## config.mk

```make
export PLATFORM = sky130hd
export DESIGN_NAME = dnsrtt_cfg
export DESIGN_NICKNAME = d
export VERILOG_FILES = /design/src/rtl/dns_rtt_histogram_top_assert.svh /design/src/rtl/dnsrtt_pkg.sv /design/src/rtl/dnsrtt_cfg.sv
export SDC_FILE = /design/constraint.sdc
export NUM_CORES = 1
export LEC_CHECK = 0
export BUFFER_PORTS_ARGS = -buffer_cell sky130_fd_sc_hd__buf_2
export CAP_MARGIN = 5
export CELL_PAD_IN_SITES_DETAIL_PLACEMENT = 0
export CELL_PAD_IN_SITES_GLOBAL_PLACEMENT = 2
export CORE_MARGIN = 4
export CORE_UTILIZATION = 33
export DETAILED_ROUTE_END_ITERATION = 6
export PLACE_DENSITY_LB_ADDON = 0.1
export SLEW_MARGIN = 20
export SYNTH_ARGS = -nofsm -noshare
export SYNTH_HDL_FRONTEND = slang
export SYNTH_SLANG_ARGS = --single-unit
```

## constraint.sdc

```tcl
create_clock -name clk -period 2.2 [get_ports clk]
set_clock_uncertainty 0.05 [all_clocks]
set_input_delay 0.44 -clock clk [delete_from_list [all_inputs] [get_ports clk]]
set_output_delay 0.44 -clock clk [all_outputs]
set_load 0.02 [all_outputs]
```

## src/rtl/dns_rtt_histogram_top_assert.svh

```systemverilog
// assertion macros for the dns round-trip histogram
`ifndef DNS_RTT_HISTOGRAM_TOP_ASSERT_SVH
`define DNS_RTT_HISTOGRAM_TOP_ASSERT_SVH

`ifndef SYNTHESIS

`define DRH_ASSERT_IMP(lbl, clk_s, rst_s, ante, cons) \
	lbl: assert property (@(posedge clk_s) disable iff (!rst_s) (ante) |-> (cons)) \
		else $error("dns rtt histogram check failed");

`define DRH_ASSERT_NXT(lbl, clk_s, rst_s, ante, cons) \
	lbl: assert property (@(posedge clk_s) disable iff (!rst_s) (ante) |=> (cons)) \
		else $error("dns rtt histogram check failed");

`else

`define DRH_ASSERT_IMP(lbl, clk_s, rst_s, ante, cons)

`define DRH_ASSERT_NXT(lbl, clk_s, rst_s, ante, cons)

`endif

`endif

```

## src/rtl/dnsrtt_pkg.sv

```systemverilog
package dnsrtt_pkg;

	localparam int ID_BITS_DEF    = 16;
	localparam int COUNT_BITS_DEF = 32;

	localparam int NUM_LIMITS  = 5;
	localparam int NUM_BUCKETS = NUM_LIMITS + 1;
	localparam int LIMIT_W     = 22;
	localparam int BUCKET_W    = 3;
	localparam int ID_W        = 16;
	localparam int SEC_W       = 32;
	localparam int USEC_W      = 20;
	localparam int RTT_W       = 32;
	localparam int OUT_CNT_W   = 32;

	localparam int APB_DATA_W = 32;
	localparam int APB_ADDR_W = 5;
	localparam int REG_IDX_W  = APB_ADDR_W - 2;

	localparam logic [USEC_W-1:0] USEC_PER_SEC = USEC_W'(1000000);

	typedef logic [NUM_LIMITS-1:0][LIMIT_W-1:0] limits_t;

	localparam limits_t LIMIT_RESET = {
		LIMIT_W'(1600000),
		LIMIT_W'(800000),
		LIMIT_W'(500000),
		LIMIT_W'(100000),
		LIMIT_W'(10000)
	};

	typedef struct packed {
		logic              is_response;
		logic [ID_W-1:0]   query_id;
		logic [SEC_W-1:0]  time_sec;
		logic [USEC_W-1:0] time_usec;
	} item_t;

	typedef struct packed {
		logic                 was_response;
		logic                 matched;
		logic [BUCKET_W-1:0]  bucket;
		logic [RTT_W-1:0]     rtt_us;
		logic [OUT_CNT_W-1:0] bucket_total;
		logic [OUT_CNT_W-1:0] query_total;
		logic [OUT_CNT_W-1:0] response_total;
	} result_t;

	typedef struct packed {
		logic              valid;
		logic              resp;
		logic              hit;
		logic [SEC_W-1:0]  sec;
		logic [USEC_W-1:0] usec;
		logic [SEC_W-1:0]  stamp_sec;
		logic [USEC_W-1:0] stamp_usec;
	} lookup_t;

	typedef struct packed {
		logic                valid;
		logic                resp;
		logic                hit;
		logic [BUCKET_W-1:0] bucket;
		logic [RTT_W-1:0]    rtt;
	} bin_t;

endpackage

```

## src/rtl/dnsrtt_cfg.sv

```systemverilog
module dnsrtt_cfg import dnsrtt_pkg::*; (
	input  logic                  clk,
	input  logic                  arst_n,
	input  logic                  psel,
	input  logic                  penable,
	input  logic                  pwrite,
	input  logic [APB_ADDR_W-1:0] paddr,
	input  logic [APB_DATA_W-1:0] pwdata,
	output logic [APB_DATA_W-1:0] prdata,
	output logic                  pready,
	output limits_t               limits
);

	logic [REG_IDX_W-1:0] idx;
	logic                 in_range;
	logic                 wr;
	limits_t              limits_q;

	assign idx      = paddr[APB_ADDR_W-1:2];
	assign in_range = idx < REG_IDX_W'(NUM_LIMITS);
	assign wr       = psel && penable && pwrite;
	assign pready   = 1'b1;
	assign limits   = limits_q;

	always_ff @(posedge clk or negedge arst_n) begin
		if (!arst_n) begin
			limits_q <= LIMIT_RESET;
		end else if (wr && in_range) begin
			limits_q[idx] <= pwdata[LIMIT_W-1:0];
		end
	end

	always_comb begin
		prdata = '0;
		if (in_range) begin
			prdata = APB_DATA_W'(limits_q[idx]);
		end
	end

endmodule

```

Yosys cells after proc, flatten, opt, wreduce, memory -nomap -nowiden. Cells that the tools add are included. Widths: inputs -> output; s select.

Register bits: 110. Input port bits: 42. Output and inout bits: 143. Logic and storage cells: 18.

Order comparisons: 3. Muxes and demuxes: 6. Reductions and logical operators: 4.

Operators with widths (count): $bwmux 110 (1); $bmux 22 s3 (1); $demux 22 s3 (1); $mux 22 (3); $logic_and 1x1->1 (4); $lt 3x4->1 const B (1); $ge 3x1->1 const B (1); $lt 3x3->1 const B (1).

Depth between registers and ports, before layout.
Depth after elaboration: 5. Mapped depth: 6. Depth with buffers taken out: 3.

Worst setup path after synthesis. OpenSTA, ideal clock, no wires.

Kind: input-to-output. From: input paddr[3]. To: output prdata[12]. Arrival: 1.563 ns. Setup slack: 0.147 ns. Stages: 5. Path buffers: 2. Cells stage by stage: buf_2 -> buf_1 -> mux2i_1 -> nor2_1 -> a2bb2oi_1.

Cells in the longest elaborated chain, start to end: 3. Elaborated cells between the ends (all ways): 4. Classes of those cells: 1 x order compare; 3 x mux.

Ends and longest elaborated chain: start: declaration (line dnsrtt_cfg.sv:7) `input logic [APB_ADDR_W-1:0] paddr,`; $bmux 22 s3 (line dnsrtt_cfg.sv:36) `prdata = APB_DATA_W'(limits_q[idx]);`; $mux 22 (implied by the code) (line dnsrtt_cfg.sv:36); $mux 22 * (line dnsrtt_cfg.sv:35) `if (in_range) begin`; end: declaration (line dnsrtt_cfg.sv:9) `output logic [APB_DATA_W-1:0] prdata,`.

Every way passes the cells marked *; elsewhere a longest branch is shown, timed or not. The select of a mux whose other input is x is not followed.

Worst setup path in the final report.
From: input paddr[2]. To: output prdata[9].

The elaborated chain is that of the path after synthesis.

==> metrics.yaml <==
die_area_um2: 18000
vias: 3691
leakagePower_nw: 3.46
synthCells: 370
hpwl_um: 10800
largest_reg_flops: 110
timing.final.ws_setup_ns: 0.0669
final.fill_count: 1482
drt-initial-drc-count: 134
synth_commonest_cells: "103 x mux2_2, 80 x dfrtp_1, 30 x dfstp_2, 29 x mux2i_1, 22 x nor2_1"
postPlaceCellArea_um2: 6470
crit_required_ns: 1.71
reg2reg_slack_ns: 1.35
drc: 0
cp-startpoint: "paddr[2]"
critical_path_arrival_ns: 1.64
htree_num_levels: 3
vias_per_cell: 4.84
start_kind: "input pin"
io_pins: 185
area_growth_pct: 30.0
avgSynthCellArea_um2: 14.2
relSlewSlack_pct: 56.9
grt_setup_unrepaired: "true"
drv_slew: 0
grt_pass1_vias: 3910
cts_buffer_depth: 2
top_layer_used: "met4"
yosysTopAreaCell: "dfrtp_1"
tightest_slew_ns: 0.647
ir_drop_mv: 0.356
stdcell_area_um2: 6820
cap_violations: 0
ys_ff_latch: 110
end_kind: "output port"
dr_wl_met3_um: 957
crit_path_max_fanout: 7
slowest_stage: "a221o_1"
yosys_warnings: 0
ys_seq_area_share_pct: 53.2
fmax_mhz: 469
grt.total_usage_pct: 17.3
hold_path_class: "in2async"
dr.pass1.iters: 4
finalSetupViolCount: 0
cts_tree: "done"
p_total_mw: 6.42
synth_most_common_cell: "mux2_2"
synth_top_area_share_pct: 38.2
gp_congestion: 0.748
crit_type: "in2out"
clock_sinks: 110
die_x_um: 134
wl_met2_um: 7440
cts_inserted_buffers: 9
routedWlPerCell_um: 20.1
drt-total-wl_um: 15300
async_reset_ff_share_pct: 100
period_share_pct: 97.0
path_clk_slew_ns: 0.07
reg2reg_to: "limits[2]$_DFFE_PN0P_"
wl_met1_um: 6660
grt-ovfl-total: 0
cts_root_buffer: "clkbuf_16"
insertion_delay_ns: 0.35
drive_above_1_share_pct: 66.6
hold_viol_final: 0
cellPowerDensity_nw_per_um2: 941
reg2reg_depth: 1
ys.flop_type: "dfrtp_1"
period_minus_slack_ns: 2.13
synth.distinct_cells: 27
antenna_left: 0
syn_area_um2: 5250
status: "complete, no violations"
reg2reg_from: "limits[2]$_DFFE_PN0P_"
antenna_found_initial: 0
initial_utilization_pct: 34.1
hold_slack_ns: 0.0715
worst_path_largest_cell_delay_ns: 0.28
crit_path_cell_trace: "buf_2 > buf_4 > buf_4 > mux2i_1 > nor2_1 > a221o_1 > buf_2"
chipHeight_um: 134
portBuffers: 161
num_rows: 45
coreArea_um2: 15400
synth-edff-count: 0
grt_max_degree: 111
cts_hold_buf: 0
diodes: 0
grt_pass1_wl_um: 23700
synthTopCellsByArea: "dfrtp_1 38%, mux2_2 22%, dfstp_2 15%"
final_net_count: 588
place_ws_ns: -0.0815
==> layer usage <==
metal / vias up / global-route usage (%)
met1: 1869 / 22.0
met2: 128 / 28.8
met4: 0 / 5.94
li1: 1678 / -
met5: - / 0
met3: 16 / 4.43
==> where the power goes <==
group / internal, mW / switching, mW
registers: 2.50 / 0.318
logic: 0.856 / 1.13
clock network: 0.896 / 0.719
total: 4.25 / 2.17
==> timing repair <==
| item | CTS | global route |
|---|---|---|
| setup buffers | 0 | 0 |
| gates resized for setup | 2 | 5 |
| cloned | 1 | 0 |
| setup endpoints to repair | 5 | 9 |
| endpoints found under the hold margin | 0 | 0 |
==> final cells by class <==
| cell class | instances | area, um2 | area share, % |
|---|---|---|---|
| clock buffer | 16 | 292 | 4.27 |
| multi-input combinational | 234 | 2330 | 34.2 |
| sequential | 110 | 2790 | 40.9 |
| tap | 211 | 264 | 3.87 |
| timing repair buffer | 191 | 1140 | 16.7 |
==> worst max path at each step <==
| stage | to | slack, ns | cells after the start |
|---|---|---|---|
| final | prdata[9] | 0.07 | 7 |
| after global routing | prdata[9] | -0.001 | 7 |
| after CTS | prdata[1] | 0.02 | 7 |
| after detailed placement | prdata[7] | -0.08 | 5 |
| after global placement | prdata[7] | -0.14 | 5 |
| after floorplan | prdata[12] | 0.15 | 5 |
==> kinds of logic after synthesis <==
group | synth area share [%]
multiplexers | 33.8
AO/OA/AOI/OAI | 4.89
flip-flops | 53.2
other | 0.143
buffers and inverters | 4.01
AND/OR/NAND/NOR | 3.98
==> placed cells by master (no fill, tap or decap), types with 2 or more instances in the layout <==
cell type | synthesis | layout
nor3_4 | 0 | 2
nor2_1 | 22 | 20
nand2b_4 | 1 | 2
buf_2 | 12 | 159
a221o_1 | 13 | 13
conb_1 | 2 | 11
a2bb2oi_1 | 6 | 5
a21oi_1 | 6 | 6
clkbuf_16 | 0 | 9
buf_4 | 11 | 24
nand2_1 | 2 | 2
clkbuf_8 | 0 | 4
dfstp_2 | 30 | 30
mux2_1 | 2 | 2
mux2_2 | 103 | 103
mux2_4 | 20 | 20
buf_12 | 0 | 6
nand2b_1 | 8 | 7
clkbuf_1 | 6 | 3
dfrtp_1 | 80 | 80
mux2i_1 | 29 | 29
a32oi_1 | 2 | 2
==> worst max-delay path: cells and delay by family <==
kind,cells,cell delay (ns)
buffers and inverters,4,0.67
muxes,1,0.20
and+or+nand+nor,1,0.05
AOI/OAI and AO/OA,1,0.28
==> through the flow <==
stage                     util (%)  instances   TNS, ns
after floorplan                  -        379         0
after global placement        42.1        745    -0.544
after detailed placement      42.1        745    -0.171
after CTS                     44.2        762         0
after global routing          44.4        762  -0.00148
final                         44.4        762         0
(Power assumes the default switching activity.)
