===== src/rtl/dns_rtt_histogram_top_assert.svh =====
// assertion macros for the dns round-trip histogram
`ifndef DNS_RTT_HISTOGRAM_TOP_ASSERT_SVH
`define DNS_RTT_HISTOGRAM_TOP_ASSERT_SVH

`ifndef SYNTHESIS

`define DRH_ASSERT_IMP(lbl, clk_s, rst_s, ante, cons) \
	lbl: assert property (@(posedge clk_s) disable iff (!rst_s) (ante) |-> (cons)) \
		else $error("dns rtt histogram check failed");

`define DRH_ASSERT_NXT(lbl, clk_s, rst_s, ante, cons) \
	lbl: assert property (@(posedge clk_s) disable iff (!rst_s) (ante) |=> (cons)) \
		else $error("dns rtt histogram check failed");

`else

`define DRH_ASSERT_IMP(lbl, clk_s, rst_s, ante, cons)

`define DRH_ASSERT_NXT(lbl, clk_s, rst_s, ante, cons)

`endif

`endif


===== src/rtl/dnsrtt_pkg.sv =====
package dnsrtt_pkg;

	localparam int ID_BITS_DEF    = 16;
	localparam int COUNT_BITS_DEF = 32;

	localparam int NUM_LIMITS  = 5;
	localparam int NUM_BUCKETS = NUM_LIMITS + 1;
	localparam int LIMIT_W     = 22;
	localparam int BUCKET_W    = 3;
	localparam int ID_W        = 16;
	localparam int SEC_W       = 32;
	localparam int USEC_W      = 20;
	localparam int RTT_W       = 32;
	localparam int OUT_CNT_W   = 32;

	localparam int APB_DATA_W = 32;
	localparam int APB_ADDR_W = 5;
	localparam int REG_IDX_W  = APB_ADDR_W - 2;

	localparam logic [USEC_W-1:0] USEC_PER_SEC = USEC_W'(1000000);

	typedef logic [NUM_LIMITS-1:0][LIMIT_W-1:0] limits_t;

	localparam limits_t LIMIT_RESET = {
		LIMIT_W'(1600000),
		LIMIT_W'(800000),
		LIMIT_W'(500000),
		LIMIT_W'(100000),
		LIMIT_W'(10000)
	};

	typedef struct packed {
		logic              is_response;
		logic [ID_W-1:0]   query_id;
		logic [SEC_W-1:0]  time_sec;
		logic [USEC_W-1:0] time_usec;
	} item_t;

	typedef struct packed {
		logic                 was_response;
		logic                 matched;
		logic [BUCKET_W-1:0]  bucket;
		logic [RTT_W-1:0]     rtt_us;
		logic [OUT_CNT_W-1:0] bucket_total;
		logic [OUT_CNT_W-1:0] query_total;
		logic [OUT_CNT_W-1:0] response_total;
	} result_t;

	typedef struct packed {
		logic              valid;
		logic              resp;
		logic              hit;
		logic [SEC_W-1:0]  sec;
		logic [USEC_W-1:0] usec;
		logic [SEC_W-1:0]  stamp_sec;
		logic [USEC_W-1:0] stamp_usec;
	} lookup_t;

	typedef struct packed {
		logic                valid;
		logic                resp;
		logic                hit;
		logic [BUCKET_W-1:0] bucket;
		logic [RTT_W-1:0]    rtt;
	} bin_t;

endpackage


===== src/rtl/dnsrtt_count.sv =====
module dnsrtt_count import dnsrtt_pkg::*; #(
	parameter int COUNT_BITS = COUNT_BITS_DEF
) (
	input  logic    clk,
	input  logic    arst_n,
	input  bin_t    bin,
	output logic    done,
	output result_t result
);

	logic [COUNT_BITS-1:0] cnt_q [NUM_BUCKETS];
	logic [COUNT_BITS-1:0] query_q;
	logic [COUNT_BITS-1:0] resp_q;

	logic [COUNT_BITS-1:0] bucket_next;
	logic [COUNT_BITS-1:0] query_next;
	logic [COUNT_BITS-1:0] resp_next;

	logic    done_q;
	result_t result_q;

	function automatic logic [COUNT_BITS-1:0] sat_inc(input logic [COUNT_BITS-1:0] v);
		return (v == '1) ? v : v + COUNT_BITS'(1);
	endfunction

	function automatic logic [OUT_CNT_W-1:0] low_word(input logic [COUNT_BITS-1:0] v);
		logic [63:0] w;
		w = 64'(v);
		return w[OUT_CNT_W-1:0];
	endfunction

	always_comb begin
		bucket_next = sat_inc(cnt_q[bin.bucket]);
		query_next  = bin.resp ? query_q : sat_inc(query_q);
		resp_next   = bin.resp ? sat_inc(resp_q) : resp_q;
	end

	always_ff @(posedge clk or negedge arst_n) begin
		if (!arst_n) begin
			cnt_q   <= '{default: '0};
			query_q <= '0;
			resp_q  <= '0;
			done_q  <= 1'b0;
		end else begin
			done_q <= bin.valid;
			if (bin.valid) begin
				query_q <= query_next;
				resp_q  <= resp_next;
				if (bin.hit) begin
					cnt_q[bin.bucket] <= bucket_next;
				end
			end
		end
	end

	always_ff @(posedge clk) begin
		if (bin.valid) begin
			result_q.was_response   <= bin.resp;
			result_q.matched        <= bin.hit;
			result_q.bucket         <= bin.bucket;
			result_q.rtt_us         <= bin.rtt;
			result_q.bucket_total   <= bin.hit ? low_word(bucket_next) : '0;
			result_q.query_total    <= low_word(query_next);
			result_q.response_total <= low_word(resp_next);
		end
	end

	assign done   = done_q;
	assign result = result_q;

endmodule


===== config.mk =====
export PLATFORM = sky130hd
export DESIGN_NAME = dnsrtt_count
export DESIGN_NICKNAME = d
export VERILOG_FILES = /design/src/rtl/dns_rtt_histogram_top_assert.svh /design/src/rtl/dnsrtt_pkg.sv /design/src/rtl/dnsrtt_count.sv
export SDC_FILE = /design/constraint.sdc
export NUM_CORES = 1
export LEC_CHECK = 0
export ABC_AREA = 0
export CELL_PAD_IN_SITES_DETAIL_PLACEMENT = 0
export CELL_PAD_IN_SITES_GLOBAL_PLACEMENT = 1
export CORE_MARGIN = 2
export CORE_UTILIZATION = 55
export DETAILED_ROUTE_END_ITERATION = 10
export DONT_BUFFER_PORTS = 1
export PLACE_DENSITY = 0.85
export SETUP_SLACK_MARGIN = 0.02
export SLEW_MARGIN = 40
export SYNTH_ARGS = -nofsm -noshare
export SYNTH_HDL_FRONTEND = slang
export SYNTH_SLANG_ARGS = --single-unit

===== constraint.sdc =====
create_clock -name clk -period 8.1 [get_ports clk]
set_input_delay 1.62 -clock clk [delete_from_list [all_inputs] [get_ports clk]]
set_output_delay 1.62 -clock clk [all_outputs]
set_load 0.005 [all_outputs]

* Word level (Yosys, flattened, before mapping) *
Index checks and enable logic that the tools add are counted.

storage, ports and cells
  bits in writable memories = 0
  output and inout bits = 134
  ROM bits = 0
  word-level logic and storage cells = 38
  input bits = 40
  memories = 0
  flip-flop bits (word level) = 390
  latch bits = 0

cells by class
  muxes and demuxes = 11
  reduce and logical (&&, ||, !) cells = 2
  add/subtract/negate cells = 3
  $lt $le $gt $ge = 2
  multipliers = 0
  shift operators = 0
  div/mod/pow operators = 0
  bitwise operators = 1
  eq/ne operators = 3

operator list
  operator                                                                       number
  32-bit two-way mux                                                             8
  192-bit bitwise mux                                                            1
  32-bit by 1-bit adder with 32-bit output (second input constant)               3
  32-bit binary-select mux with 3-bit select                                     1
  32-bit demux with 3-bit select                                                 1
  32-bit == test (second input constant)                                         3
  4-bit >= comparator (second input constant)                                    1
  4-bit by 1-bit less-than comparator with 1-bit output (second input constant)  1
  3-bit NOT with 4-bit output                                                    1
  2-bit AND reduction                                                            1
  1-bit logical AND                                                              1

* Depth between registers and ports, before layout *
  word-level depth = 7
  depth in mapped cells = 16
  depth with buffers taken out = 10

* Worst setup path before layout *
OpenSTA, ideal clock, no wires.

  path type = input to register
  from = input bin[34] (netlist name)
  to = register result_q, in the netlist result[91], data pin
  path slack = 3526 ps
  required time = 7823 ps
  cell stages on the path = 14
  data arrival time = 4297 ps
  setup time = 277 ps
  path buffers = 4
  path through = buf_2 > or2_1 > buf_4 > buf_2 > o32ai_1 > nor2_1 > inv_1 > ha_1 > o21ai_0 > or4_4 > nor2_4 > buf_4 > o31a_1 > nor3_1

between the ends
  longest elaborated chain between the ends = 6
  elaborated cells between the ends (all ways) = 7
  those cells by class = add/sub (1); eq/ne (1); mux (4); bitwise (1)

RTL lines
  what                                                                               RTL line            text
  start: declaration                                                                 dnsrtt_count.sv:6   input bin_t bin,
  3-bit NOT with 4-bit output (implied by the code) (*)                              dnsrtt_count.sv:33  bucket_next = sat_inc(cnt_q[bin.bucket]);
  32-bit binary-select mux with 3-bit select (*)                                     dnsrtt_count.sv:33
  32-bit two-way mux (implied by the code) (*) (2 in series)                         dnsrtt_count.sv:33
  32-bit by 1-bit adder with 32-bit output / 32-bit == test (equally long branches)  dnsrtt_count.sv:23  return (v == '1) ? v : v + COUNT_BITS'(1);
  32-bit two-way mux (*)                                                             dnsrtt_count.sv:23
  end: declaration                                                                   dnsrtt_count.sv:20  result_t result_q;

Mark *: on every way between the ends. The rest lies on a longest branch, timed or not. The select of a mux whose other input is x is not followed.
A chain may end at the register's enable or synchronous reset.

* Final worst setup path *
  from = input bin[34] (netlist name)
  to = register result_q, in the netlist result[90], data pin

Same word-level chain as after synthesis.

==> results.tsv <==
metric	value	unit
synth_top_area_share	33.7	%
cts_tree	built	
cp.required	8.37	ns
max_cap_viol_count	0	
drive_gt1_share	11.0	%
die-area	36200	um^2
clockRootBuffer	clkbuf_16	
finalSetupViolations	0	
critPathBufInv	4	
critPathLaunchType	primary input	
timing.hold.ws	0.470	ns
arrival	5.48	ns
netlist_instances	1764	
cpMostUsedCell	buf_4	
critPathMaxFanout	29	
setup_ws	2.90	ns
wl_per_cell	21.3	um
io_pins	174	
drt_iter0_markers	1015	
critPathCaptureType	flop	
synth_area_leader_cell	dfrtp_1	
relSlewSlack	44.3	%
antenna_found_initial	0	
grt_usage	26.1	%
cts_resized	0	
final_common_cell	dfrtp_1	
route.detailed.drc	0	
peakVddDrop	0.000149	V
final_cell_mix	257 x dfrtp_1, 224 x nand2_1, 140 x nor2_1, 133 x edfxtp_1, 84 x mux2i_1	
syn_area	19100	um^2
hold_path.class	flop to flop	
first_pass_iters	6	
worst_path_max_delay_cell	and4_2	
finalSetupTns	0	ns
critPathKind	primary input to flop	
rrSetupSlack	3.95	ns
clkTransAtPathRegs	0.05	ns
grt_overflow	0	
num_rows	68	
layout.nets	1745	
crit_path_max_incr_delay	0.69	ns
gp_congestion	0.870	
core-area	34400	um^2
numCtsBuffers	42	
htreeDepth	2	
vias	13600	
worst_pin_slew	0.825	ns
antenna_cells	0	
maxSlewViolCount	0	
clk_latency	0.56	ns
period_needed	5.20	ns
ys_seq_elements	390	
status	completed	
async_flop_share	65.9	%
ant_nets	0	
vias_per_cell	6.19	
postSynthAreaPerCell	10.8	um^2
timing.fmax	0.192	GHz
clk_path_buf_depth	3	
synth_flop_cell	dfrtp_1	
synth_top_cells_by_area	dfrtp_1 34%, edfxtp_1 21%, nand2_1 4.5%	
dp_slack	2.28	ns
skew	0.0161	ns
fin_crit_sh	64.2	%
cts.sinks	390	
dp_hpwl	28200	um
power.leakage	8.37	nW
syn_nets	1807	
path_cells	or2_1 -> buf_4 -> o22ai_1 -> nor2_1 -> inv_1 -> ha_1 -> o21ai_0 -> nor4_2 -> buf_4 -> and4_2 -> buf_4 -> and4_1 -> nor3_1	
synth_cell_types	74	
die_h	190	um
area_growth	8.47	%
powerDensity	220	nW/um^2
grt_pass1_vias	13500	
routed_wl	46700	um
yosysSeqAreaShare	54.7	%
rsz0062_at_grt	false	
dieWidth	190	um
hold_viol	0	
cts_setup_buffers	0	
synth_warnings	0	
path_delay_family	simple AND/OR/NAND/NOR gates	
grt_pass1_wl	74700	um
io_buffers	0	
start_util	55.5	%
grt_max_degree	258	
synth_edf_count	133	
cts_hold_buf	0	
==> registers in the layout, summed over array words and instances (netlist names) <==
signal	cells
resp_q	32
cnt_q	192
query_q	32
result	133
done	1
==> through the flow <==
step	util [%]	total power [mW]	instances	area, um^2
finish	60.2	4.54	2190	20700
global route	60.2	4.70	2190	20700
CTS	60.1	4.58	2190	20700
detailed placement	56.0	2.62	2113	19300
global placement	56.0	2.61	2113	19200
floorplan	-	2.55	1764	19100
==> logic make-up after synthesis <==
family / after synthesis / share of synthesized area (%)
compound gates: 291 / 11.3
xor+xnor: 128 / 5.88
flops: 390 / 54.7
buf+inv: 159 / 3.77
mux: 127 / 6.95
simple gates: 666 / 17.3
fa+ha+maj: 3 / 0.197
==> where the power goes <==
group	leakage (nW)	internal, mW	switching [mW]
Sequential	4.82	2.19	0.102
Clock	0.684	1.18	0.777
Combinational	2.87	0.130	0.163
==> final timing paths <==
check,from,to,cells after the start
hold reg to reg,cnt_q[131]$_DFFE_PN0P_,cnt_q[131]$_DFFE_PN0P_,2
min in group asynchronous,arst_n,cnt_q[60]$_DFFE_PN0P_,0
max in group asynchronous,arst_n,resp_q[15]$_DFFE_PN0P_,0
hold / removal,cnt_q[131]$_DFFE_PN0P_,cnt_q[131]$_DFFE_PN0P_,2
setup reg to reg,cnt_q[96]$_DFFE_PN0P_,result[90]$_SDFFCE_PN0P_,12
setup / recovery,bin[34],result[90]$_SDFFCE_PN0P_,13
==> Yosys cell counts (21+ instances only) <==
library cell	n
clkbuf_1	88
o31ai_1	73
edfxtp_1	133
a31oi_1	21
nor2_1	145
dfrtp_1	257
nand3_1	71
nand4_1	48
o21ai_0	38
mux2_2	43
nor3_1	61
mux2i_1	84
inv_1	28
nand2_1	230
a21oi_1	31
buf_2	22
xor2_1	55
o32ai_1	21
xnor2_1	73
==> cell type report <==
| cell class | count | area (um^2) |
|---|---|---|
| well taps | 455 | 569 |
| clock inverters | 13 | 211 |
| fillers | 2864 | 13700 |
| flip-flops and latches | 390 | 10400 |
| multi-input cells | 1215 | 7990 |
| inverters | 29 | 109 |
| repair buffers | 24 | 180 |
| clock buffers | 64 | 1190 |
==> worst reg2reg max path, stage by stage (launching register included) <==
cell and delay [ns]:
dfrtp_1 0.36, inv_1 0.08, o32ai_1 0.33, nor2_1 0.15
inv_1 0.12, ha_1 0.48, o21ai_0 0.31, nor4_2 0.27
buf_4 0.23, and4_2 0.70, buf_4 0.40, and4_1 0.39
nor3_1 0.07
==> metal layers <==
layer | wire [um] | share of wire [%] | GRT usage, % | up-vias
met5 | 0 | 0 | 0 | -
met4 | 1330 | 2.9 | 8.41 | 0
met3 | 2930 | 6.3 | 5.07 | 116
met2 | 22400 | 48 | 42.5 | 433
met1 | 20000 | 43 | 35.4 | 6727
li1 | - | - | - | 6290
Power figures use the tool's default switching activity.
