File: src/rtl/dns_rtt_histogram_top_assert.svh
// assertion macros for the dns round-trip histogram
`ifndef DNS_RTT_HISTOGRAM_TOP_ASSERT_SVH
`define DNS_RTT_HISTOGRAM_TOP_ASSERT_SVH

`ifndef SYNTHESIS

`define DRH_ASSERT_IMP(lbl, clk_s, rst_s, ante, cons) \
	lbl: assert property (@(posedge clk_s) disable iff (!rst_s) (ante) |-> (cons)) \
		else $error("dns rtt histogram check failed");

`define DRH_ASSERT_NXT(lbl, clk_s, rst_s, ante, cons) \
	lbl: assert property (@(posedge clk_s) disable iff (!rst_s) (ante) |=> (cons)) \
		else $error("dns rtt histogram check failed");

`else

`define DRH_ASSERT_IMP(lbl, clk_s, rst_s, ante, cons)

`define DRH_ASSERT_NXT(lbl, clk_s, rst_s, ante, cons)

`endif

`endif

File: src/rtl/dnsrtt_pkg.sv
package dnsrtt_pkg;

	localparam int ID_BITS_DEF    = 16;
	localparam int COUNT_BITS_DEF = 32;

	localparam int NUM_LIMITS  = 5;
	localparam int NUM_BUCKETS = NUM_LIMITS + 1;
	localparam int LIMIT_W     = 22;
	localparam int BUCKET_W    = 3;
	localparam int ID_W        = 16;
	localparam int SEC_W       = 32;
	localparam int USEC_W      = 20;
	localparam int RTT_W       = 32;
	localparam int OUT_CNT_W   = 32;

	localparam int APB_DATA_W = 32;
	localparam int APB_ADDR_W = 5;
	localparam int REG_IDX_W  = APB_ADDR_W - 2;

	localparam logic [USEC_W-1:0] USEC_PER_SEC = USEC_W'(1000000);

	typedef logic [NUM_LIMITS-1:0][LIMIT_W-1:0] limits_t;

	localparam limits_t LIMIT_RESET = {
		LIMIT_W'(1600000),
		LIMIT_W'(800000),
		LIMIT_W'(500000),
		LIMIT_W'(100000),
		LIMIT_W'(10000)
	};

	typedef struct packed {
		logic              is_response;
		logic [ID_W-1:0]   query_id;
		logic [SEC_W-1:0]  time_sec;
		logic [USEC_W-1:0] time_usec;
	} item_t;

	typedef struct packed {
		logic                 was_response;
		logic                 matched;
		logic [BUCKET_W-1:0]  bucket;
		logic [RTT_W-1:0]     rtt_us;
		logic [OUT_CNT_W-1:0] bucket_total;
		logic [OUT_CNT_W-1:0] query_total;
		logic [OUT_CNT_W-1:0] response_total;
	} result_t;

	typedef struct packed {
		logic              valid;
		logic              resp;
		logic              hit;
		logic [SEC_W-1:0]  sec;
		logic [USEC_W-1:0] usec;
		logic [SEC_W-1:0]  stamp_sec;
		logic [USEC_W-1:0] stamp_usec;
	} lookup_t;

	typedef struct packed {
		logic                valid;
		logic                resp;
		logic                hit;
		logic [BUCKET_W-1:0] bucket;
		logic [RTT_W-1:0]    rtt;
	} bin_t;

endpackage

File: src/rtl/dnsrtt_rtt.sv
module dnsrtt_rtt import dnsrtt_pkg::*; (
	input  logic    clk,
	input  logic    arst_n,
	input  lookup_t look,
	input  limits_t limits,
	output bin_t    bin
);

	localparam int PROD_W = SEC_W + 1 + USEC_W + 1;
	localparam int SUM_W  = PROD_W + 1;

	logic signed [SEC_W:0]    sdiff;
	logic signed [USEC_W:0]   udiff;
	logic signed [PROD_W-1:0] prod;

	logic                     valid_s2;
	logic                     resp_s2;
	logic                     hit_s2;
	logic signed [PROD_W-1:0] prod_s2;
	logic signed [USEC_W:0]   udiff_s2;

	logic signed [SUM_W-1:0]  sum;
	logic [RTT_W-1:0]         rtt_c;

	logic                     valid_s3;
	logic                     resp_s3;
	logic                     hit_s3;
	logic [RTT_W-1:0]         rtt_s3;

	logic [BUCKET_W-1:0]      bucket_c;

	logic                     valid_s4;
	logic                     resp_s4;
	logic                     hit_s4;
	logic [RTT_W-1:0]         rtt_s4;
	logic [BUCKET_W-1:0]      bucket_s4;

	// whole seconds scaled to microseconds
	always_comb begin
		sdiff = $signed({1'b0, look.sec}) - $signed({1'b0, look.stamp_sec});
		udiff = $signed({1'b0, look.usec}) - $signed({1'b0, look.stamp_usec});
		prod  = PROD_W'(sdiff) * PROD_W'($signed({1'b0, USEC_PER_SEC}));
	end

	// clamp below zero and above the 32-bit range; zero when not a hit
	always_comb begin
		sum = SUM_W'(prod_s2) + SUM_W'(udiff_s2);
		if (!hit_s2 || sum[SUM_W-1]) begin
			rtt_c = '0;
		end else if (|sum[SUM_W-2:RTT_W]) begin
			rtt_c = '1;
		end else begin
			rtt_c = sum[RTT_W-1:0];
		end
	end

	// first limit strictly above the time wins; bucket 0 when not a hit
	always_comb begin
		bucket_c = BUCKET_W'(NUM_LIMITS);
		for (int i = NUM_LIMITS - 1; i >= 0; i--) begin
			if (rtt_s3 < RTT_W'(limits[i])) begin
				bucket_c = BUCKET_W'(i);
			end
		end
		if (!hit_s3) begin
			bucket_c = '0;
		end
	end

	always_ff @(posedge clk or negedge arst_n) begin
		if (!arst_n) begin
			valid_s2 <= 1'b0;
			valid_s3 <= 1'b0;
			valid_s4 <= 1'b0;
		end else begin
			valid_s2 <= look.valid;
			valid_s3 <= valid_s2;
			valid_s4 <= valid_s3;
		end
	end

	always_ff @(posedge clk) begin
		resp_s2   <= look.resp;
		hit_s2    <= look.hit;
		prod_s2   <= prod;
		udiff_s2  <= udiff;
		resp_s3   <= resp_s2;
		hit_s3    <= hit_s2;
		rtt_s3    <= rtt_c;
		resp_s4   <= resp_s3;
		hit_s4    <= hit_s3;
		rtt_s4    <= rtt_s3;
		bucket_s4 <= bucket_c;
	end

	assign bin.valid  = valid_s4;
	assign bin.resp   = resp_s4;
	assign bin.hit    = hit_s4;
	assign bin.bucket = bucket_s4;
	assign bin.rtt    = rtt_s4;

endmodule

File: config.mk
export PLATFORM = sky130hd
export DESIGN_NAME = dnsrtt_rtt
export DESIGN_NICKNAME = d
export VERILOG_FILES = /design/src/rtl/dns_rtt_histogram_top_assert.svh /design/src/rtl/dnsrtt_pkg.sv /design/src/rtl/dnsrtt_rtt.sv
export SDC_FILE = /design/constraint.sdc
export NUM_CORES = 1
export LEC_CHECK = 0
export BUFFER_PORTS_ARGS = -buffer_cell sky130_fd_sc_hd__buf_4
export CAP_MARGIN = 20
export CORE_ASPECT_RATIO = 1.25
export CORE_MARGIN = 5
export CORE_UTILIZATION = 54
export CTS_BUF_LIST = sky130_fd_sc_hd__clkbuf_8
export DETAILED_ROUTE_END_ITERATION = 10
export PLACE_DENSITY = 0.84
export SYNTH_ARGS = -nofsm -noshare
export SYNTH_HDL_FRONTEND = slang
export SYNTH_SLANG_ARGS = --single-unit
export TNS_END_PERCENT = 10
File: constraint.sdc
create_clock -name clk -period 8.4 [get_ports clk]
set_input_delay 1.26 -clock clk [delete_from_list [all_inputs] [get_ports clk]]
set_output_delay 1.26 -clock clk [all_outputs]
set_load 0.05 [all_outputs]
# ---- Word level (Yosys, flattened, before mapping)
# Index checks and enable logic that the tools add are counted.
dict set report classes {
  addsub 3
  multipliers 1
  n_div 0
  order_cmp 5
  eq_ne 0
  shifts 0
  mux 5
  n_bitwise 1
  n_reduce_logical 6
}
# cell count
set ops {}
lappend ops {{$lt A32 B22 Y1} 5}
lappend ops {{$add A54 B21 Y55} 1}
lappend ops {{$mul A33 B15 Y48 const B} 1}
lappend ops {{$sub A32 B32 Y33} 1}
lappend ops {{$mux W32} 1}
lappend ops {{$reduce_or A22 Y1} 1}
lappend ops {{$sub A20 B20 Y21} 1}
lappend ops {{$reduce_or A5 Y1} 1}
lappend ops {{$mux W2} 2}
lappend ops {{$reduce_or A3 Y1} 1}
lappend ops {{$mux W1} 2}
lappend ops {{$reduce_or A2 Y1} 1}
lappend ops {{$logic_not A1 Y1} 1}
lappend ops {{$logic_or A1 B1 Y1} 1}
lappend ops {{$not A1 Y1} 1}
dict set report word_totals {
  register_bits 145
  latch_bits 0
  ram_bits 0
  romBits 0
  inputBits 219
  out_inout_bits 38
  word_cells 37
  memories 0
}

# ---- Logic depth before layout (Yosys ltp)
# Gate-level depths: netlist of the first run.
dict set report logic_depth {
  word_depth 5
  ltp_mapped 34
  depth_no_buf 34
}

# ---- Worst setup path after synthesis of the first run
# OpenSTA, ideal clock, no wires.
dict set report synth_path {
  path_kind {input port to flip-flop}
  start {input look[21] in the netlist's numbering}
  end {register prod_s2[51]}
  setup_ps 123
  arrival_time_ps 8577
  required_time_ps 8277
  slack_ps -300
  path_stages 30
  path_buffers 0
  cell_sequence {inv_1 -> ha_1 -> nor2b_1 -> o2111a_1 -> nor3b_1 -> o21ai_0 -> a221oi_1 -> o21ai_1 -> a41oi_1 -> a211o_1 -> nand2_1 -> nor2_1 -> xnor2_1 -> ha_1 -> fa_1 -> fa_1 -> fa_1 -> ha_1 -> ha_1 -> a21o_1 -> a21o_1 -> or3b_1 -> or3_1 -> a2111oi_1 -> o41ai_1 -> a21oi_1 -> nor3_1 -> a2111oi_0 -> o21bai_1 -> xor2_1}
}
dict set report synth_between {
  elab_chain_cells 2
}
# element line
set synth_rtl {}
lappend synth_rtl {{start: declaration} dnsrtt_rtt.sv:4} ;# input lookup_t look,
lappend synth_rtl {{$sub A32 B32 Y33} dnsrtt_rtt.sv:40} ;# sdiff = $signed({1'b0, look.sec}) - $signed({1'b0, look.stamp_sec});
lappend synth_rtl {{$mul A33 B15 Y48} dnsrtt_rtt.sv:42} ;# prod = PROD_W'(sdiff) * PROD_W'($signed({1'b0, USEC_PER_SEC}));
lappend synth_rtl {{via prod[51]} dnsrtt_rtt.sv:14} ;# logic signed [PROD_W-1:0] prod;
lappend synth_rtl {{end signal: assignment} dnsrtt_rtt.sv:85} ;# prod_s2 <= prod;
lappend synth_rtl {{end: declaration} dnsrtt_rtt.sv:19} ;# logic signed [PROD_W-1:0] prod_s2;
# The timed path passes the listed nets, and every way through them passes these cells.
# A chain may end at the register's enable or synchronous reset.

# ---- Worst setup path after layout of the first run
dict set report layout_path {
  start {input look[22] in the netlist's numbering}
  end {register prod_s2[51]}
}
# Same word-level chain as after synthesis.

==> summary.txt, run 1 <==
Status = finished clean
Slew Viols, Final = 0
Worst reg2reg startpoint = prod_s2[6]$_DFF_P_
Share of the clock period used by the worst path = 98.0%
Final WL = 51.2 mm
Initial DRC count = 746
Register Area = 0.00292 mm2
Final Hold Viols = 0
Final setup viols = 0
Synth Area per Inst = 8.61 um2
Sequential share of the synthesized area = 14.8%
Synth Flop Type = dfxtp_1
Clock transition at path regs = 100 ps
WP data required = 8760 ps
Clock Sinks = 145
Slowest cell on the critical path = fa_1
Most common cell on crit path = buf_4
Worst hold start = resp_s2$_DFF_P_
DP HPWL = 44.4 mm
Pre-antenna DRT Iters = 5
Area of the multi-input gates = 0.0152 mm2
Clock Latency Late Sink = 470 ps
Initial core utilization = 54.5%
Drt drc = 0
Maxcap violations = 0
Critical path arrival = 8600 ps
Placement row count = 78
Final min period = 8240 ps
Fillers = 2839
RSZ-0062 raised after global routing = true
Die Ht = 224 um
Yosys warns = 0
Syn nets = 3076
Fraction of layout cells with a size suffix above 1 = 20.5%
Largest net degree at the start of global routing = 35
Hold crit path type = flop to flop
I/O pin cnt = 257
CP endpoint kind = flop
Reg2reg setup slack = 3750 ps
Post-Syn Area = 0.0197 mm2
R2R Path End = rtt_s3[14]$_SDFF_PP0_
GR Overflow Total = 0
Synth async-reset ratio = 2.07%
Place WS = -758 ps
Die Area = 0.0405 mm2
Die W = 181 um
TritonCTS clock tree = built
GP Congestion = 0.971
Worst-Margin Slew = 1060 ps
Seq cells post-synth = 145
Critical path class = input port to flop
Post-layout nets = 3535
Tot GR Track Use = 24.8%
Fmax = 0.121 GHz
Worst reg2reg path depth = 15
CP Max Fanout = 3
Area growth syn-to-layout = 23.8%
Diodes inserted = 0
Hold Path Sink = resp_s3$_DFF_P_
Worst setup SP type = input port
Hold path cells = 0
Clock Tree Buf Depth = 2
Distinct cells, synth = 79
CTS Buf Count = 17
Root buf cell = clkbuf_8
Routed length per instance = 15.8 um
Number of flops mapped to enable cells by yosys = 0
Initial antenna violation count = 0
Via-to-Cell Ratio = 5.38
Vias in the first global route = 18200
PortBufs = 256
Depth of the CTS H-tree = 4
Setup Skew = 15.5 ps
ANT nets after route = 0
Post-Synthesis Cells = 2291
Core area = 0.0362 mm2
First-pass GRT wire length = 84.6 mm
Max-slew headroom = 27.6%
Final worst slack = 164 ps
DR vias = 17500
CP max stage delay = 520 ps
==> registers in the layout, indices dropped and copies added (netlist names) <==
name,count
valid_s2,1
resp_s4,1
valid_s3,1
rtt_s4,32
resp_s3,1
prod_s2,48
rtt_s3,32
hit_s4,1
valid_s4,1
bucket_s4,3
udiff_s2,21
hit_s3,1
resp_s2,1
hit_s2,1
==> critical path: cells and delay by family <==
family	cells	cell delay, ps
buf+inv	5	600
xor+xnor	2	290
simple gates	4	1130
fa+ha+maj	7	2590
compound gates	14	2730
==> cell type report <==
| cell class | instances | share of cell area (%) |
|---|---|---|
| tap | 480 | 2.46 |
| timing repair buffer | 471 | 14.5 |
| sequential | 145 | 12.0 |
| clock inverter | 15 | 0.784 |
| multi-input combinational | 1663 | 62.4 |
| inverter | 452 | 6.95 |
| clock buffer | 17 | 0.959 |
==> worst max-delay path by stage <==
stage | from | endpoint | slack (ps) | depth (start not counted)
after CTS | look[21] | prod_s2[51]$_DFF_P_ | 20 | 32
after detailed placement | look[20] | prod_s2[51]$_DFF_P_ | -760 | 30
after global routing | look[21] | prod_s2[48]$_DFF_P_ | -180 | 35
after global placement | look[23] | prod_s2[51]$_DFF_P_ | -730 | 33
after floorplan | look[72] | prod_s2[51]$_DFF_P_ | 20 | 29
final | look[22] | prod_s2[51]$_DFF_P_ | 160 | 32
==> metal layers <==
layer | part of all wire (%) | vias up | GRT usage (%) | routed length (um)
met5 | 0 | - | 0 | 0
met4 | 3.1 | 0 | 8.44 | 1610
met3 | 4.6 | 101 | 3.13 | 2350
met2 | 53 | 488 | 48.0 | 27000
met1 | 39 | 8177 | 27.8 | 20200
li1 | - | 8688 | - | -
==> logic make-up after synthesis <==
logic type / after synthesis / share of synthesized area (%)
adders and majority gates: 566 / 41.7
AOI/OAI and AO/OA: 505 / 16.9
buffers and inverters: 483 / 9.42
and+or+nand+nor: 464 / 11.5
DFF: 145 / 14.8
xor gates and xnor gates: 125 / 5.55
muxes: 3 / 0.152
==> placed cells by master, fill, tap and decap left out, drive strengths merged, types with 25 or more instances in the layout <==
cell type	netlist	final
a211oi	25	25
a21o	97	97
a21oi	150	150
buf	14	471
dfxtp	142	142
fa	152	152
ha	414	414
inv	452	460
nand2	121	121
nand2b	25	25
nand3	66	66
nand4	30	30
nor2	108	108
nor3	26	26
o21a	28	28
o21ai	90	90
xnor2	85	85
xor2	40	40
==> through the flow <==
stage               cells  TNS [ps]  hold WS (ps)  utilization [%]  instance area (um2)
finish               3243         0           333             67.4                24400
CTS                  3232         0           334             66.6                24100
global route         3243      -740           354             67.4                24400
detailed placement   3199     -5050           312             65.3                23600
floorplan            2291         0           310                -                19800
global placement     3199     -3760           318             65.3                23600
==> cells in the mapped netlist, types with 30 or more instances <==
| cell type | n | share of area, % |
|---|---|---|
| fa_1 | 152 | 15 |
| xnor2_1 | 85 | 3.8 |
| dfxtp_1 | 142 | 14 |
| xor2_1 | 40 | 1.8 |
| nor2_1 | 108 | 2.1 |
| ha_1 | 414 | 26 |
| inv_1 | 452 | 8.6 |
| a21o_1 | 96 | 3.7 |
| nand3_1 | 65 | 1.6 |
| o21ai_0 | 81 | 2.1 |
| nand2_1 | 121 | 2.3 |
| a21oi_1 | 149 | 3.8 |
| nand4_1 | 30 | 0.95 |
==> repair_timing <==
item | 4_1_cts | 5_1_grt
endpoints found under the setup margin | 5 | 10
pin swaps | 6 | 34
buffers inserted | 1 | 10
hold buffers | 0 | 0
resized for setup | 9 | 37
Power of run 1 is not shown: default switching activity piles up to over one toggle a cycle in this logic, so the estimate is an artifact.
==> run 2, diff against run 1 <==
- CORE_UTILIZATION: 54 -> 48
- PLACE_DENSITY: 0.84 -> 0.77
==> run 2 against run 1 <==
Against the previous run: wire length rose by 0.32%; worst hold slack got worse by 2.5 ps; worst setup slack improved by 31 ps; utilization fell by 6.7 points; via count fell by 1.7%; flip-flop and latch count did not move; largest cell class unchanged.
==> summary.txt, run 2 (synthesized netlist as in run 1, its figures left out) <==
Status = finished clean
Initial antenna violation count = 0 (unchanged)
Setup Skew = 22.0 ps (+6.60 ps)
CTS Buf Count = 17 (unchanged)
Final setup viols = 0 (unchanged)
Largest net degree at the start of global routing = 35 (unchanged)
Largest registers = prod_s2: 48 flops, rtt_s3: 32 flops, rtt_s4: 32 flops
GR Overflow Total = 0 (unchanged)
CP endpoint kind = flop
Pre-antenna DRT Iters = 5 (unchanged)
PortBufs = 256 (unchanged)
Max FFs per register = 48 (unchanged)
WP data required = 8820 ps (+60 ps)
Final min period = 8200 ps (-31.0 ps)
Final Hold Viols = 0 (unchanged)
Worst setup SP type = input port
Slew Viols, Final = 0 (unchanged)
TritonCTS clock tree = built
Maxcap violations = 0 (unchanged)
Share of the clock period used by the worst path = 97.7% (-0.37 points)
Routed length per instance = 15.5 um (-2.0%)
Slowest cell on the critical path = fa_1
Max-slew headroom = 27.6% (about the same)
Fillers = 3596 (+27%)
Most common cell on crit path = buf_4
Die W = 191 um (+5.7%)
Tot GR Track Use = 22.4% (-2.4 points)
Clock Tree Buf Depth = 2 (unchanged)
Critical path arrival = 8630 ps (+30 ps)
Final WL = 51.3 mm (+0.32%)
Worst reg2reg startpoint = prod_s2[6]$_DFF_P_
Clock Latency Late Sink = 500 ps (+30 ps)
Cell family with most CP delay = adder cells
Area growth syn-to-layout = 25.6%
Initial DRC count = 542 (-27%)
Clock Sinks = 145 (unchanged)
GP Congestion = 0.944 (-2.8%)
Worst-Margin Slew = 1090 ps (+27.5 ps)
Die Ht = 237 um (+5.8%)
I/O pin cnt = 257 (unchanged)
Hold buffers post-CTS = 0 (unchanged)
Critical path class = input port to flop
DP HPWL = 44.7 mm (+0.81%)
Most common cell after layout, fill and taps aside = buf_4
Hold crit path type = flop to flop
Worst hold start = resp_s3$_DFF_P_
R2R Path End = rtt_s3[14]$_SDFF_PP0_
Via-to-Cell Ratio = 5.17 (-3.9%)
Most frequent cells in the layout = buf_4, inv_1, ha_1, fa_1, dfxtp_1
Die Area = 0.0453 mm2 (+12%)
Post-layout nets = 3539 (+0.11%)
Hold_ws = 330 ps (-2.50 ps)
Hold path cells = 0 (unchanged)
Worst reg2reg path depth = 15 (unchanged)
DR vias = 17200 (-1.7%)
ANT nets after route = 0 (unchanged)
Vias in the first global route = 18300 (+0.099%)
Placement row count = 83 (+6.4%)
Fraction of layout cells with a size suffix above 1 = 21.7% (+1.2 points)
Root buf cell = clkbuf_8
Core area = 0.0408 mm2 (+13%)
Hold Path Sink = resp_s4$_DFF_P_
First-pass GRT wire length = 84.3 mm (-0.29%)
Number of buffers and inverters on the critical path = 6 (+1)
Fmax = 0.122 GHz (+0.38%)
Initial core utilization = 48.3% (-6.1 points)
CP max stage delay = 570 ps (+50 ps)
CP Max Fanout = 3 (unchanged)
Reg2reg setup slack = 3620 ps (-130 ps)
Diodes inserted = 0 (unchanged)
Top reg by flops = prod_s2
Depth of the CTS H-tree = 4 (unchanged)
Drt drc = 0 (unchanged)
Clock transition at path regs = 90 ps (about the same)
==> run 2: cell types whose count changed in the layout (fill, tap and decap cells not counted), sizes merged <==
cell	change
buf	+4
clkinv	+4
clkinvlp	-2
bufinv	-1
inv	-1
==> run 2: final cells by class <==
class                      instances  area (um2)  share of cell area [%]
timing repair buffer             475        3580                    14.4
tap                              552         691                    2.79
inverter                         452        1700                    6.85
clock buffer                      17         234                   0.945
clock inverter                    15         195                   0.788
sequential                       145        2920                    11.8
multi-input combinational       1663       15500                    62.4
==> run 2: layer usage <==
metal / global-route usage, % / vias to the layer above / wire length [um]
met3: 3.02 / 91 / 2230
met2: 42.8 / 373 / 27000
met5: 0 / - / 0
met1: 24.6 / 8022 / 20300
li1: - / 8678 / -
met4: 9.17 / 0 / 1860
==> run 2: what timing repair did <==
item	in CTS	in global routing
gates resized for setup	15	71
endpoints found under the setup margin	6	8
gates cloned	0	0
pin swaps	5	72
setup buffers	2	11
==> run 2: per-stage QoR <==
step | worst slack (ps) | instance area [um2] | util (%) | instances | setup TNS, ps
after floorplan | 21.2 | 19800 | - | 2291 | 0
after global placement | -754 | 23800 | 58.2 | 3273 | -4130
after detailed placement | -923 | 23800 | 58.2 | 3273 | -6810
after CTS | 10.2 | 24300 | 59.5 | 3307 | 0
after global routing | -111 | 24800 | 60.7 | 3319 | -183
final | 195 | 24800 | 60.7 | 3319 | 0
==> run 2: worst max-delay path by stage <==
stage | from | endpoint | cells after the start
3_5_place_dp | look[23] | prod_s2[51]$_DFF_P_ | 33
2_1_floorplan | look[72] | prod_s2[51]$_DFF_P_ | 29
3_3_place_gp | look[23] | prod_s2[51]$_DFF_P_ | 33
6_report | look[72] | prod_s2[53]$_DFF_P_ | 34
5_1_grt | look[21] | prod_s2[53]$_DFF_P_ | 32
4_1_cts | look[21] | prod_s2[51]$_DFF_P_ | 31
Power of run 2 is left out for the same reason.
==> run 3, diff against run 2 <==
- ABC_AREA: default -> 0
- CELL_PAD_IN_SITES_DETAIL_PLACEMENT: default -> 1
- CELL_PAD_IN_SITES_GLOBAL_PLACEMENT: default -> 2
- CORE_UTILIZATION: 48 -> 40
- PLACE_DENSITY: 0.77 -> 0.95
==> run 3 against run 2 <==
Against the previous run: the flow now finishes with violations (negative setup slack); clock skew is 4.9 ps lower; first-iteration DRC count decreased by 16%; critical endpoint is now prod_s2[51]$_DFF_P_; worst setup slack worse by 210 ps; sequential share of layout area fell by 0.11 points.
==> summary.txt, run 3 (synthesized netlist as in run 1, its figures left out) <==
Critical path class = input port to flop
Fraction of layout cells with a size suffix above 1 = 22.1% (+0.37 points)
Worst hold start = resp_s3$_DFF_P_
Setup TNS = -16.7 ps (-16.7 ps)
Die W = 209 um (+9.0%)
Hold crit path type = flop to flop
Most common cell after layout, fill and taps aside = buf_4
WP data required = 8760 ps (-60 ps)
Worst reg2reg startpoint = prod_s2[6]$_DFF_P_
Final setup viols = 1 (+1)
Clock Sinks = 145 (unchanged)
Final min period = 8420 ps (+212 ps)
Initial antenna violation count = 0 (unchanged)
Largest net degree at the start of global routing = 35 (unchanged)
Share of the clock period used by the worst path = 100% (+2.5 points)
Fillers = 5934 (+65%)
Max FFs per register = 48 (unchanged)
CP startpoint = look[20]
Post-DP Area = 0.0241 mm2 (+1.4%)
Hold buffers post-CTS = 0 (unchanged)
Clock Tree Buf Depth = 2 (unchanged)
Setup Skew = 17.1 ps (-4.92 ps)
Vias in the first global route = 20700 (+13%)
Depth of the CTS H-tree = 4 (unchanged)
Pre-antenna DRT Iters = 4 (-1)
Final WL = 63.7 mm (+24%)
Max-slew headroom = 40.6% (+13 points)
Root buf cell = clkbuf_8
Final core utilization = 50.9% (-9.7 points)
Slowest cell on the critical path = fa_1
Routed length per instance = 18.5 um (+20%)
ANT nets after route = 0 (unchanged)
Core area = 0.0491 mm2 (+20%)
Status = complete, but fails checks
Final Hold Viols = 0 (unchanged)
Initial core utilization = 40.2% (-8.1 points)
CTS Buf Count = 17 (unchanged)
CP Max Fanout = 4 (+1)
Largest registers = prod_s2: 48 flops, rtt_s3: 32 flops, rtt_s4: 32 flops
Dpl cells = 3398 (+3.8%)
Fmax = 0.119 GHz (-2.5%)
Slew Viols, Final = 0 (unchanged)
Post-layout nets = 3561 (+0.62%)
I/O pin cnt = 257 (unchanged)
DR vias = 18100 (+5.2%)
CP max stage delay = 590 ps (+20 ps)
Final instance area = 0.0250 mm2 (+0.93%)
Finished Layout Cells = 3440 (+3.6%)
CP endpoint kind = flop
TritonCTS clock tree = built
Most frequent cells in the layout = buf_4, inv_1, ha_1, fa_1, dfxtp_1
GR Overflow Total = 0 (unchanged)
Top reg by flops = prod_s2
Clock transition at path regs = 80 ps (about the same)
Die Ht = 258 um (+9.1%)
Critical path arrival = 8780 ps (+150 ps)
Final worst slack = -16.7 ps (-212 ps)
Area growth syn-to-layout = 26.8%
GP Congestion = 0.892 (-5.6%)
Worst setup SP type = input port
Drt drc = 0 (unchanged)
Clock Latency Late Sink = 490 ps (about the same)
PortBufs = 256 (unchanged)
Tot GR Track Use = 22.8% (+0.38 points)
Via-to-Cell Ratio = 5.25 (+1.5%)
Worst-Margin Slew = 869 ps (-217 ps)
Maxcap violations = 0 (unchanged)
Die Area = 0.0539 mm2 (+19%)
First-pass GRT wire length = 101 mm (+20%)
Initial DRC count = 454 (-16%)
Failing checks = negative setup slack
Placement row count = 91 (+9.6%)
DP HPWL = 54.4 mm (+22%)
RSZ-0062 raised after global routing = true
## run 3: cell count changes in the layout (fill, tap and decap cells not counted), moves of 3 or more
cell / previous run / this run
xnor2_2: 11 / 7
xnor2_1: 74 / 77
inv_1: 450 / 453
ha_2: 4 / 0
buf_4: 473 / 494
o21ai_1: 8 / 11
clkinv_8: 5 / 0
o21ai_0: 77 / 73
ha_1: 400 / 406
## run 3: worst max-delay path, delay by kind of cell
family / cells / cell delay (ps)
compound gates: 13 / 2470
xor+xnor: 2 / 370
fa+ha+maj: 9 / 3580
buf+inv: 8 / 920
simple gates: 1 / 170
## run 3: final timing paths
check / endpoint / slack [ps] / cells after the start
max: prod_s2[51]$_DFF_P_ / -20 / 33
min: resp_s4$_DFF_P_ / 330 / 0
max reg2reg: rtt_s3[11]$_SDFF_PP0_ / 4170 / 16
min reg2reg: resp_s4$_DFF_P_ / 330 / 0
max in group asynchronous: valid_s3$_DFF_PN0_ / 7770 / 1
min in group asynchronous: valid_s2$_DFF_PN0_ / 540 / 1
## run 3: routing by layer
layer | part of all wire, % | track usage (%) | up-vias
met5 | 0 | 0 | -
met4 | 4.5 | 9.47 | 0
met3 | 3.0 | 2.55 | 165
met2 | 56 | 47.1 | 418
met1 | 36 | 22.7 | 8763
li1 | - | - | 8711
## run 3: area by class of cell
class | instances | area, um2 | area share (%)
flip-flops and latches | 145 | 2920 | 11.7
clock buffers | 18 | 248 | 0.991
diodes | 1 | 2.50 | 0.0100
well taps | 651 | 815 | 3.26
clock inverters | 13 | 126 | 0.505
repair buffers | 497 | 3760 | 15.0
multi-input cells | 1663 | 15400 | 61.7
inverters | 452 | 1700 | 6.79
## run 3: metrics by stage
stage,setup WS [ps],hold WS (ps)
after floorplan,21.2,310
after global placement,-828,320
after detailed placement,-1230,313
after CTS,1.17,335
after global routing,-288,341
final,-16.7,334
## run 3: repair_timing
action	4_1_cts	5_1_grt
buffers inserted	6	3
setup endpoints to repair	10	10
gates cloned	0	0
resized for setup	42	40
pin swaps	33	26
Power of run 3 is left out for the same reason.
